==> src/hw/rtl/bmt_pkg.sv <==
// ----------------------------------------------------------------------------
// Breakpoint match table package
// Item codes, entry kinds, status codes and field widths of the table.
// ----------------------------------------------------------------------------
package bmt_pkg;

  localparam int FUNC_W    = 16;
  localparam int OFFS_W    = 16;
  localparam int CHAIN_W   = 16;
  localparam int DEPTH_W   = 10;
  localparam int ID_W      = 16;
  localparam int KIND_W    = 3;
  // One more bit than an id, so the counter can stop at its limit.
  localparam int IDCNT_W   = ID_W + 1;
  localparam int S_TDATA_W = 80;
  localparam int M_TDATA_W = 40;

  // Item codes carried on the input tuser.
  localparam logic [KIND_W-1:0] KIND_CHECK        = 3'd0;
  localparam logic [KIND_W-1:0] KIND_ADD_LOCATION = 3'd1;
  localparam logic [KIND_W-1:0] KIND_ADD_ANYWHERE = 3'd2;
  localparam logic [KIND_W-1:0] KIND_ADD_STEPOVER = 3'd3;
  localparam logic [KIND_W-1:0] KIND_ADD_FINISH   = 3'd4;
  localparam logic [KIND_W-1:0] KIND_REMOVE       = 3'd5;

  typedef enum logic [1:0] {
    ENT_LOCATION = 2'd0,
    ENT_ANYWHERE = 2'd1,
    ENT_STEPOVER = 2'd2,
    ENT_FINISH   = 2'd3
  } entry_kind_t;

  typedef enum logic [1:0] {
    STATUS_OK        = 2'd0,
    STATUS_FULL      = 2'd1,
    STATUS_EXHAUSTED = 2'd2,
    STATUS_NOT_FOUND = 2'd3
  } status_t;

endpackage

==> src/hw/rtl/breakpoint_match_table_unit.sv <==
// ----------------------------------------------------------------------------
// Breakpoint match table unit
// Stores breakpoints and checks execution frames against all of them at once.
// ----------------------------------------------------------------------------
// Usage:
// Each input item on the s_ channel is one command, selected by s_tuser: check
// a frame, add a location, anywhere, step-over or finish breakpoint, or remove
// breakpoints by id. Every item produces exactly one result item on the m_
// channel with the hit flag, the id of the newest matching entry, the id given
// to an added entry and a status code.
// An accepted item waits in the input register while the table is read; when
// the output register can accept, the table is updated and the result is
// written to the output register. The result is therefore registered, and a new
// item can be taken every cycle while the receiver does not stall. Each item
// sees the table as left by the previous one, since the update lands before the
// next item's lookup.
// The newest match is chosen through an age matrix that records, for every
// pair of entries, which one was added later, so no id comparison chain is
// needed. Reset empties the table, restarts ids at zero and drops both
// pipeline registers. When the receiver stalls, the result is held and the
// input register keeps its item; s_tready stays high while that register is
// empty, so one more item is still accepted during a stall.
module breakpoint_match_table_unit
  import bmt_pkg::*;
#(
  parameter int ENTRIES = 16
) (
  input  logic                 clk,
  input  logic                 rst,
  input  logic                 s_tvalid,
  output logic                 s_tready,
  // function_id[15:0], code_offset[31:16], frame_chain[47:32],
  // frame_depth[57:48], once_flag[58], target_id[74:59], zero fill above.
  input  logic [S_TDATA_W-1:0] s_tdata,
  // kind[2:0].
  input  logic [KIND_W-1:0]    s_tuser,
  output logic                 m_tvalid,
  input  logic                 m_tready,
  // hit[0], hit_id[16:1], new_id[32:17], status[34:33], zero fill above.
  output logic [M_TDATA_W-1:0] m_tdata
);

  // Input register.
  logic                in_valid;
  logic [KIND_W-1:0]   in_kind;
  logic [FUNC_W-1:0]   in_func;
  logic [OFFS_W-1:0]   in_offs;
  logic [CHAIN_W-1:0]  in_chain;
  logic [DEPTH_W-1:0]  in_depth;
  logic                in_once;
  logic [ID_W-1:0]     in_target;

  // Table storage. Only entry_valid is reset; the rest is read for valid
  // entries only, which are always written first.
  logic [ENTRIES-1:0]  entry_valid;
  logic [ENTRIES-1:0]  entry_valid_next;
  entry_kind_t         entry_kind     [ENTRIES];
  logic [ENTRIES-1:0]  entry_once;
  logic [FUNC_W-1:0]   entry_function [ENTRIES];
  logic [OFFS_W-1:0]   entry_offset   [ENTRIES];
  logic [CHAIN_W-1:0]  entry_chain    [ENTRIES];
  logic [DEPTH_W-1:0]  entry_depth    [ENTRIES];
  logic [ID_W-1:0]     entry_ident    [ENTRIES];
  // newer[i][j] is set when entry j was added after entry i.
  logic [ENTRIES-1:0]  newer          [ENTRIES];
  logic [IDCNT_W-1:0]  next_ident;

  // Result register.
  logic                out_hit;
  logic [ID_W-1:0]     out_hit_id;
  logic [ID_W-1:0]     out_new_id;
  status_t             out_status;

  logic                advance;
  logic                process;
  logic                is_check;
  logic                is_add;
  logic                is_remove;
  logic                add_ok;
  logic [ENTRIES-1:0]  match;
  logic [ENTRIES-1:0]  win;
  logic [ENTRIES-1:0]  id_hit;
  logic [ENTRIES-1:0]  free;
  logic [ENTRIES-1:0]  alloc;
  logic [ID_W-1:0]     hit_id;
  logic [KIND_W-1:0]   kind_minus_one;
  entry_kind_t         add_kind;
  logic                add_once;
  status_t             status;

  // The result register frees up when empty or taken; the input register
  // moves on whenever the result register can accept.
  assign advance  = !m_tvalid || m_tready;
  assign process  = in_valid && advance;
  assign s_tready = !in_valid || advance;

  assign is_check  = (in_kind == KIND_CHECK);
  assign is_add    = (in_kind == KIND_ADD_LOCATION) || (in_kind == KIND_ADD_ANYWHERE) ||
                     (in_kind == KIND_ADD_STEPOVER) || (in_kind == KIND_ADD_FINISH);
  assign is_remove = (in_kind == KIND_REMOVE);

  // Per-entry frame match and remove match, all entries in parallel.
  always_comb begin
    for (int i = 0; i < ENTRIES; i++) begin
      case (entry_kind[i])
        ENT_LOCATION: match[i] = (entry_function[i] == in_func) &&
                                 (entry_offset[i] == in_offs);
        ENT_ANYWHERE: match[i] = 1'b1;
        ENT_STEPOVER: match[i] = ((in_chain == entry_chain[i]) &&
                                  (in_depth <= entry_depth[i])) ||
                                 (in_chain < entry_chain[i]);
        default:      match[i] = ((in_chain == entry_chain[i]) &&
                                  (in_depth < entry_depth[i])) ||
                                 (in_chain < entry_chain[i]);
      endcase
      match[i]  = match[i] && entry_valid[i];
      id_hit[i] = entry_valid[i] && (entry_ident[i] == in_target);
    end
  end

  // The newest match is the one that no other match is newer than.
  always_comb begin
    for (int i = 0; i < ENTRIES; i++) begin
      win[i] = match[i] && !(|(match & newer[i]));
    end
  end

  always_comb begin
    hit_id = '0;
    for (int i = 0; i < ENTRIES; i++) begin
      hit_id = hit_id | (win[i] ? entry_ident[i] : '0);
    end
  end

  // Lowest free slot as a one-hot vector.
  assign free  = ~entry_valid;
  assign alloc = free & (~free + {{(ENTRIES-1){1'b0}}, 1'b1});

  assign kind_minus_one = in_kind - KIND_ADD_LOCATION;
  assign add_kind       = entry_kind_t'(kind_minus_one[1:0]);
  assign add_once       = (in_kind == KIND_ADD_LOCATION) ? in_once : 1'b1;
  assign add_ok         = is_add && (|free) && !next_ident[IDCNT_W-1];

  always_comb begin
    status = STATUS_OK;
    if (is_add && !(|free)) begin
      status = STATUS_FULL;
    end else if (is_add && next_ident[IDCNT_W-1]) begin
      status = STATUS_EXHAUSTED;
    end else if (is_remove && !(|id_hit)) begin
      status = STATUS_NOT_FOUND;
    end
  end

  always_comb begin
    entry_valid_next = entry_valid;
    if (is_check) begin
      entry_valid_next = entry_valid & ~(match & entry_once);
    end else if (add_ok) begin
      entry_valid_next = entry_valid | alloc;
    end else if (is_remove) begin
      entry_valid_next = entry_valid & ~id_hit;
    end
  end

  // Control state.
  always_ff @(posedge clk) begin
    if (rst) begin
      in_valid    <= 1'b0;
      m_tvalid    <= 1'b0;
      entry_valid <= '0;
      next_ident  <= '0;
    end else begin
      if (s_tready) begin
        in_valid <= s_tvalid;
      end
      if (advance) begin
        m_tvalid <= in_valid;
      end
      if (process) begin
        entry_valid <= entry_valid_next;
        if (add_ok) begin
          next_ident <= next_ident + {{(IDCNT_W-1){1'b0}}, 1'b1};
        end
      end
    end
  end

  // Input payload register.
  always_ff @(posedge clk) begin
    if (s_tvalid && s_tready) begin
      in_kind   <= s_tuser;
      in_func   <= s_tdata[15:0];
      in_offs   <= s_tdata[31:16];
      in_chain  <= s_tdata[47:32];
      in_depth  <= s_tdata[57:48];
      in_once   <= s_tdata[58];
      in_target <= s_tdata[74:59];
    end
  end

  // Entry payload and age matrix.
  always_ff @(posedge clk) begin
    if (process && add_ok) begin
      for (int i = 0; i < ENTRIES; i++) begin
        if (alloc[i]) begin
          entry_kind[i]     <= add_kind;
          entry_once[i]     <= add_once;
          entry_function[i] <= in_func;
          entry_offset[i]   <= in_offs;
          entry_chain[i]    <= in_chain;
          entry_depth[i]    <= in_depth;
          entry_ident[i]    <= next_ident[ID_W-1:0];
        end
        for (int j = 0; j < ENTRIES; j++) begin
          if (alloc[i]) begin
            newer[i][j] <= 1'b0;
          end else if (alloc[j]) begin
            newer[i][j] <= 1'b1;
          end
        end
      end
    end
  end

  // Result payload register.
  always_ff @(posedge clk) begin
    if (advance) begin
      out_hit    <= is_check && (|match);
      out_hit_id <= is_check ? hit_id : '0;
      out_new_id <= add_ok ? next_ident[ID_W-1:0] : '0;
      out_status <= status;
    end
  end

  assign m_tdata = {{(M_TDATA_W-2-2*ID_W-1){1'b0}}, out_status, out_new_id, out_hit_id,
                    out_hit};

`ifndef SYNTH
  // At most one entry can be the newest match.
  a_single_winner: assert property (@(posedge clk) disable iff (rst)
    in_valid && is_check |-> $onehot0(win))
    else $error("more than one newest match");

  // The id counter never goes backwards.
  a_ident_monotonic: assert property (@(posedge clk) disable iff (rst)
    !rst |=> next_ident >= $past(next_ident))
    else $error("id counter decreased");

  // A successful add sets exactly one more valid entry.
  a_add_one_entry: assert property (@(posedge clk) disable iff (rst)
    process && add_ok |=> $countones(entry_valid) == $countones($past(entry_valid)) + 1)
    else $error("add did not occupy exactly one entry");

  // A result with a hit never carries a new id or an error.
  a_hit_clean: assert property (@(posedge clk) disable iff (rst)
    m_tvalid && out_hit |-> out_new_id == '0 && out_status == STATUS_OK)
    else $error("hit result carries add or error fields");

  // After reset the output channel is empty.
  a_reset_empty: assert property (@(posedge clk)
    rst |=> !m_tvalid && !in_valid)
    else $error("pipeline not empty after reset");
`endif

endmodule
==> config.mk <==
export PLATFORM = sky130hd
export DESIGN_NAME = breakpoint_match_table_unit
export DESIGN_NICKNAME = d
export VERILOG_FILES = /design/src/hw/rtl/bmt_pkg.sv /design/src/hw/rtl/breakpoint_match_table_unit.sv
export SDC_FILE = /design/constraint.sdc
export NUM_CORES = 2
export LEC_CHECK = 0
export BUFFER_PORTS_ARGS = -buffer_cell sky130_fd_sc_hd__buf_2
export CAP_MARGIN = 20
export CORE_ASPECT_RATIO = 1.5
export CORE_MARGIN = 8
export CORE_UTILIZATION = 55
export DETAILED_ROUTE_END_ITERATION = 7
export PLACE_DENSITY = 0.71
export SLEW_MARGIN = 15
export SYNTH_ARGS = -nofsm -noshare
export SYNTH_HDL_FRONTEND = slang
export SYNTH_SLANG_ARGS = --single-unit
export TNS_END_PERCENT = 10
==> constraint.sdc <==
create_clock -name clk -period 6.1 [get_ports clk]
set_clock_uncertainty 0.1 [all_clocks]
set_input_delay 1.22 -clock clk [delete_from_list [all_inputs] [get_ports clk]]
set_output_delay 1.22 -clock clk [all_outputs]
set_load 0.05 [all_outputs]
=== Word level (Yosys, flattened, before mapping) ===
Memories as Yosys holds them, arrays and structs flattened.
Cells that the tools add are included.

* Output and inout bits: 42
* Memories kept: 7
* Input port bits: 87
* Flip-flop bits (word level): 164
* Bits in writable memories: 1472

{| class="wikitable"
|+ Memories
! name !! words !! bits a word !! read ports !! clocked after Yosys merged registers in !! wr ports !! line !! source
|-
| entry_chain || 16 || 16 || 16 || 0 || 1 || breakpoint_match_table_unit.sv:61 || <nowiki>logic [CHAIN_W-1:0] entry_chain [ENTRIES];</nowiki>
|-
| entry_function || 16 || 16 || 16 || 0 || 1 || breakpoint_match_table_unit.sv:59 || <nowiki>logic [FUNC_W-1:0] entry_function [ENTRIES];</nowiki>
|-
| entry_ident || 16 || 16 || 16 || 0 || 1 || breakpoint_match_table_unit.sv:63 || <nowiki>logic [ID_W-1:0] entry_ident [ENTRIES];</nowiki>
|-
| entry_offset || 16 || 16 || 16 || 0 || 1 || breakpoint_match_table_unit.sv:60 || <nowiki>logic [OFFS_W-1:0] entry_offset [ENTRIES];</nowiki>
|-
| newer || 16 || 16 || 16 || 0 || 16 || breakpoint_match_table_unit.sv:65 || <nowiki>logic [ENTRIES-1:0] newer [ENTRIES];</nowiki>
|-
| entry_depth || 16 || 10 || 16 || 0 || 1 || breakpoint_match_table_unit.sv:62 || <nowiki>logic [DEPTH_W-1:0] entry_depth [ENTRIES];</nowiki>
|-
| 1 more memories || n/a || n/a || n/a || n/a || n/a || n/a ||
|}

* Bitwise gates (word level): 280
* Add/sub/neg operators: 3
* Eq/ne operators: 101
* Order comparisons: 48
* Muxes and demuxes: 1316
* Reduce and logical (&&, ||, !) cells: 308

{| class="wikitable"
|+ Operators with widths
! kind !! number
|-
| $mux W16 || 79
|-
| $reduce_or A16 Y1 || 79
|-
| $mux W1 || 1099
|-
| $eq A16 B16 Y1 || 64
|-
| $mux W4 || 90
|-
| $and A16 B16 Y16 || 20
|-
| $lt A16 B16 Y1 || 16
|-
| $or A16 B16 Y16 || 16
|-
| $or A1 B1 Y1 || 240
|-
| $le A10 B10 Y1 || 16
|-
| $lt A10 B10 Y1 || 16
|-
| $mux W10 || 15
|-
| $reduce_or A10 Y1 || 15
|-
| $logic_and A1 B1 Y1 || 105
|-
| $not A16 Y16 || 4
|-
| $pmux W1 S3 || 16
|-
| $logic_or A1 B1 Y1 || 37
|-
| $reduce_and A2 Y1 || 18
|-
| $mux W2 || 17
|-
| $eq A2 B1 Y1 const B || 16
|-
| $eq A2 B2 Y1 const B || 16
|-
| $logic_not A2 Y1 || 16
|-
| $reduce_or A2 Y1 || 15
|-
| $logic_not A1 Y1 || 21
|-
| 8 further kinds || 10
|}

=== Logic depth before layout (Yosys ltp) ===
An unclocked memory read counts as a cell.

* Depth after elaboration: 26
* Gate-level depth with buffers: 16
* Gate-level depth less buffers: 13

=== Worst setup path before layout ===
OpenSTA, ideal clock, no wires.

* Path kind: input port to flip-flop
* Start point: input m_tready
* End point: memory entry_chain[10][0], in the netlist entry_chain[1][32] (enable)
* Data arrival time: 4.773 ns
* Library setup time: 0.431 ns
* Cell stages on the path: 10
* Path buffers: 3
* Path slack: 0.796 ns
* Data required time: 5.569 ns
* Cell sequence: nor2b_1 inv_1 nand2_1 nor2_1 buf_2 nand2_1 or3_1 buf_2 buf_1 inv_1

* Word-level cells in the longest chain between the ends: 21

{| class="wikitable"
|+ Ends and longest elaborated chain
! item !! line !! source
|-
| start: declaration || breakpoint_match_table_unit.sv:38 || <nowiki>input logic m_tready,</nowiki>
|-
| $logic_or A1 B1 Y1 * || breakpoint_match_table_unit.sv:93 || <nowiki>assign advance = !m_tvalid || m_tready;</nowiki>
|-
| named net advance || breakpoint_match_table_unit.sv:74 || <nowiki>logic advance;</nowiki>
|-
| $logic_and A1 B1 Y1 * || breakpoint_match_table_unit.sv:94 || <nowiki>assign process = in_valid && advance;</nowiki>
|-
| $logic_and A1 B1 Y1 * || breakpoint_match_table_unit.sv:204 || <nowiki>if (process && add_ok) begin</nowiki>
|-
| $mux W1 || breakpoint_match_table_unit.sv:204 ||
|-
| $mux W1 (implied by the code) || breakpoint_match_table_unit.sv:211 || <nowiki>entry_chain[i] <= in_chain;</nowiki>
|-
| $reduce_or A16 Y1 (no line) || n/a ||
|-
| $mux W4 (no line) / $mux W1 (equally long branches) (15 in a row) || n/a ||
|-
| end: declaration || breakpoint_match_table_unit.sv:61 ||
|}

The timed path passes the listed nets; every way through them passes the cells marked *.

=== Worst setup path in the final report ===
* Start point: register in_chain[11]
* End point: register out_hit_id[3], data pin

* Word-level cells in the longest chain between the ends: 25

{| class="wikitable"
|+ Ends and longest elaborated chain
! item !! line !! source
|-
| start: declaration || breakpoint_match_table_unit.sv:48 || <nowiki>logic [CHAIN_W-1:0] in_chain;</nowiki>
|-
| start signal: assignment || breakpoint_match_table_unit.sv:195 || <nowiki>in_chain <= s_tdata[47:32];</nowiki>
|-
| parallel branches: the longest is 24 deep, another holds $lt A16 B16 Y1 || n/a ||
|-
| $or A16 B16 Y16 * || breakpoint_match_table_unit.sv:131 || <nowiki>hit_id = hit_id | (win[i] ? entry_ident[i] : '0);</nowiki>
|-
| end signal: assignment || breakpoint_match_table_unit.sv:230 || <nowiki>out_hit_id <= is_check ? hit_id : '0;</nowiki>
|-
| end: declaration || breakpoint_match_table_unit.sv:70 || <nowiki>logic [ID_W-1:0] out_hit_id;</nowiki>
|}

Every way passes the cells marked *.
A chain may end at the register's enable or synchronous reset.

==> out/results.tsv <==
stage	metric	value	unit
clocking	insertion_delay	0.80	ns
floorplanning	die_width	318.4	um
global_route	grtUsageTotal	26.11	%
sta	fin_crit_sh	95.85	%
yosys	ys_seq_area_share	64.01	%
sta	rsz0062_at_grt	false	
floorplanning	rows	166	
route	wl_per_cell	25.27	um
pwr	ir_drop	0.3073	mV
clocking	cts_tree	done	
sta	slew_viol_final	0	
route	drc	0	
yosys	synthCells	5571	
yosys	synth_area	75430	um2
sta	setup_violations	0	
global_route	grt_max_degree	66	
yosys	yosysWarnings	0	
global_route	antenna_found_initial	3	
finish	stdcell_count	7868	
clocking	clock-sinks	1620	
floorplanning	dieArea	149500	um2
setup_path	critPathTopFamily	compound AO/OA/AOI/OAI gates	
finish	final_nets	6484	
sta	slew_headroom	14.86	%
setup_path	cp.arrival	6.27	ns
pwr	power_leakage	33.88	nW
floorplanning	die_h	469.6	um
clocking	cts_root_buf	clkbuf_16	
sta	worst_pin_slew	1.275	ns
setup_path	end_kind	register	
setup_path	start_kind	register	
yosys	ys.flop_type	edfxtp_1	
route	dr.pass1.iters	6	
placed_design	place.gp.congestion	0.9436	
placed_design	place_hpwl	134800	um
setup_path	cp_slowest_cell	a2111oi_0	
yosys	synth_edf_count	1584	
setup_path	worstPathCellList	buf_12 > ha_1 > and4_1 > or4b_1 > nor2_1 > buf_4 > o21ai_0 > buf_4 > a311oi_4 > buf_12 > nand2_1 > nand2_1 > nor4_2 > buf_12 > a2111oi_0 > buf_4 > and3_1 > a31oi_1	
global_route	grt_pass1_vias	47130	
setup_path	required	6.52	ns
run	maxCapViolations	0	
route	drt_wl_total	198800	um
finish	drive_gt1_share	12.77	%
global_route	use_met3	4.190	%
yosys	synth-seq-cells	1620	
global_route	gr-max-usage-layer	met2	
route	drtAntennaViolNets	0	
yosys	async_flop_share	0	%
floorplanning	start_util	55.36	%
clocking	ctsResizeCount	0	
setup_path	crit_type	reg2reg	
route	drt_iter0_drc	4076	
sta	period_needed	5.847	ns
pwr	powerDensity	271.9	nW/um2
placed_design	dp.cells	7584	
yosys	synth.avg_cell_area	13.54	um2
clocking	cts_made_buffers	154	
clocking	hold_buffers	0	
setup_path	slowest_delay	1.05	ns
yosys	synth.most_common_cell	edfxtp_1	
floorplanning	core_region_area	136300	um2
placed_design	dp_slack	0.3924	ns
sta	fin_setup_tns	0	ns
global_route	grt_overflow	0	
yosys	synth_top_area_share	63.06	%
yosys	synth_common_cells	1584 x edfxtp_1, 728 x inv_1, 721 x xnor2_1	
clocking	htree_levels	4	
route	num_vias	46390	
clocking	clkTransAtPathRegs	0.07	ns
yosys	synth_cell_types	77	
global_route	met2_usage	45.82	%
yosys	synth_area_leader_cell	edfxtp_1	
min_path	min_path_type	reg2reg	
sta	fin_ws	0.2533	ns
sta	fin_hold_ws	0.3468	ns
clocking	cts.path.max_buffers	3	
placed_design	numPortBuffers	118	
sta	fmax	171.0	MHz
clocking	post-cts-setup-buffers	0	
setup_path	crit_fanout	27	
outcome	outcome	complete, no violations	
sta	hold_violations	0	
global_route	grt_pass1_wl	292500	um
yosys	synth_area_leaders	edfxtp_1 63%, xnor2_1 8.4%, ha_1 7.0%, inv_1 3.6%, nand4_1 2.5%	
setup_path	path_buf_inv	6	
route	vias_per_cell	5.896	
floorplanning	ios	129	
finish	area_delta_synth_final	12.95	%
global_route	met1_usage	28.58	%
## worst reg2reg max path, delay by kind of cell, from the launching register on
family,cells,cell delay (ns)
adder cells (fa/ha/maj),1,0.32
flip-flops,1,0.53
AND/OR/NAND/NOR,7,1.34
buffers and inverters,6,1.25
AO/OA/AOI/OAI,4,2.04
## stage by stage
stage	instance area [um2]	util, %	power (mW)
final	85200	62.53	23.17
after global routing	85200	62.53	23.80
after CTS	85200	62.53	23.31
after detailed placement	80160	58.84	13.75
after global placement	80130	58.81	13.71
after floorplan	75440	-	13.29
## placed cells by master, fill, tap and decap left out, types with 47 or more instances in the layout
| cell type | instances |
|---|---|
| buf_2 | 118 |
| inv_1 | 712 |
| xor2_1 | 57 |
| nor4_1 | 103 |
| a22oi_1 | 122 |
| xnor2_1 | 721 |
| buf_4 | 314 |
| nand3_1 | 47 |
| clkbuf_16 | 165 |
| a211oi_1 | 55 |
| ha_1 | 421 |
| edfxtp_1 | 1584 |
| nand4_1 | 300 |
| nor2_1 | 75 |
| nand2_1 | 427 |
| a21oi_1 | 181 |
| o21ai_0 | 71 |
## power by group
group,switching [mW],internal [mW]
Combinational,0.730,0.448
Clock,4.16,5.49
Sequential,0.102,12.2
Total,5.00,18.2
## per-layer routing
metal	share of wire [%]	wire length, um	up-vias
li1	-	-	21050
met1	35	69940	22950
met2	50	99560	1805
met3	6.1	12210	596
met4	8.6	17070	0
met5	0	0	-
## path summary, 6_finish.rpt
kind / slack, ns / cells past startpoint / from / end
setup reg to reg: 0.25 / 18 / in_chain[11]$_DFFE_PP_ / out_hit_id[3]$_SDFFCE_PN0P_
hold reg to reg: 0.35 / 1 / entry_once[9]$_DFFE_PP_ / entry_valid[9]$_SDFFE_PP0P_
setup / recovery: 0.25 / 18 / in_chain[11]$_DFFE_PP_ / out_hit_id[3]$_SDFFCE_PN0P_
hold / removal: 0.35 / 1 / entry_once[9]$_DFFE_PP_ / entry_valid[9]$_SDFFE_PP0P_
## cells by family after synthesis
kind of cell               count (synthesis)  synth area share [%]
adders and majority gates                421                 6.983
and+or+nand+nor                         1100                 7.688
AOI/OAI and AO/OA                        689                 6.726
other                                      1              0.004972
buffers and inverters                    962                 5.549
xor gates and xnor gates                 778                 9.034
DFF                                     1620                 64.01
## sequential cells by signal (all words and copies together) (netlist names), 16 cells and up
register and cells:
entry_kind 32, out_new_id 16, entry_function 256, out_hit_id 16
entry_once 16, entry_ident 256, entry_chain 256, in_func 16
entry_depth 160, in_target 16, entry_offset 256, in_offs 16
entry_valid 16, in_chain 16, newer 240, next_ident 17
## layout make-up
type	count	area [um2]
Antenna cell	2	5.005
Fill cell	10140	51050
Clock inverter	87	780.7
Sequential cell	1620	48290
Timing Repair Buffer	479	3842
Inverter	728	2759
Multi-Input combinational cell	2993	23070
Tap cell	1764	2207
Clock buffer	195	4252
No activity file was read; power rests on OpenSTA's default activity.
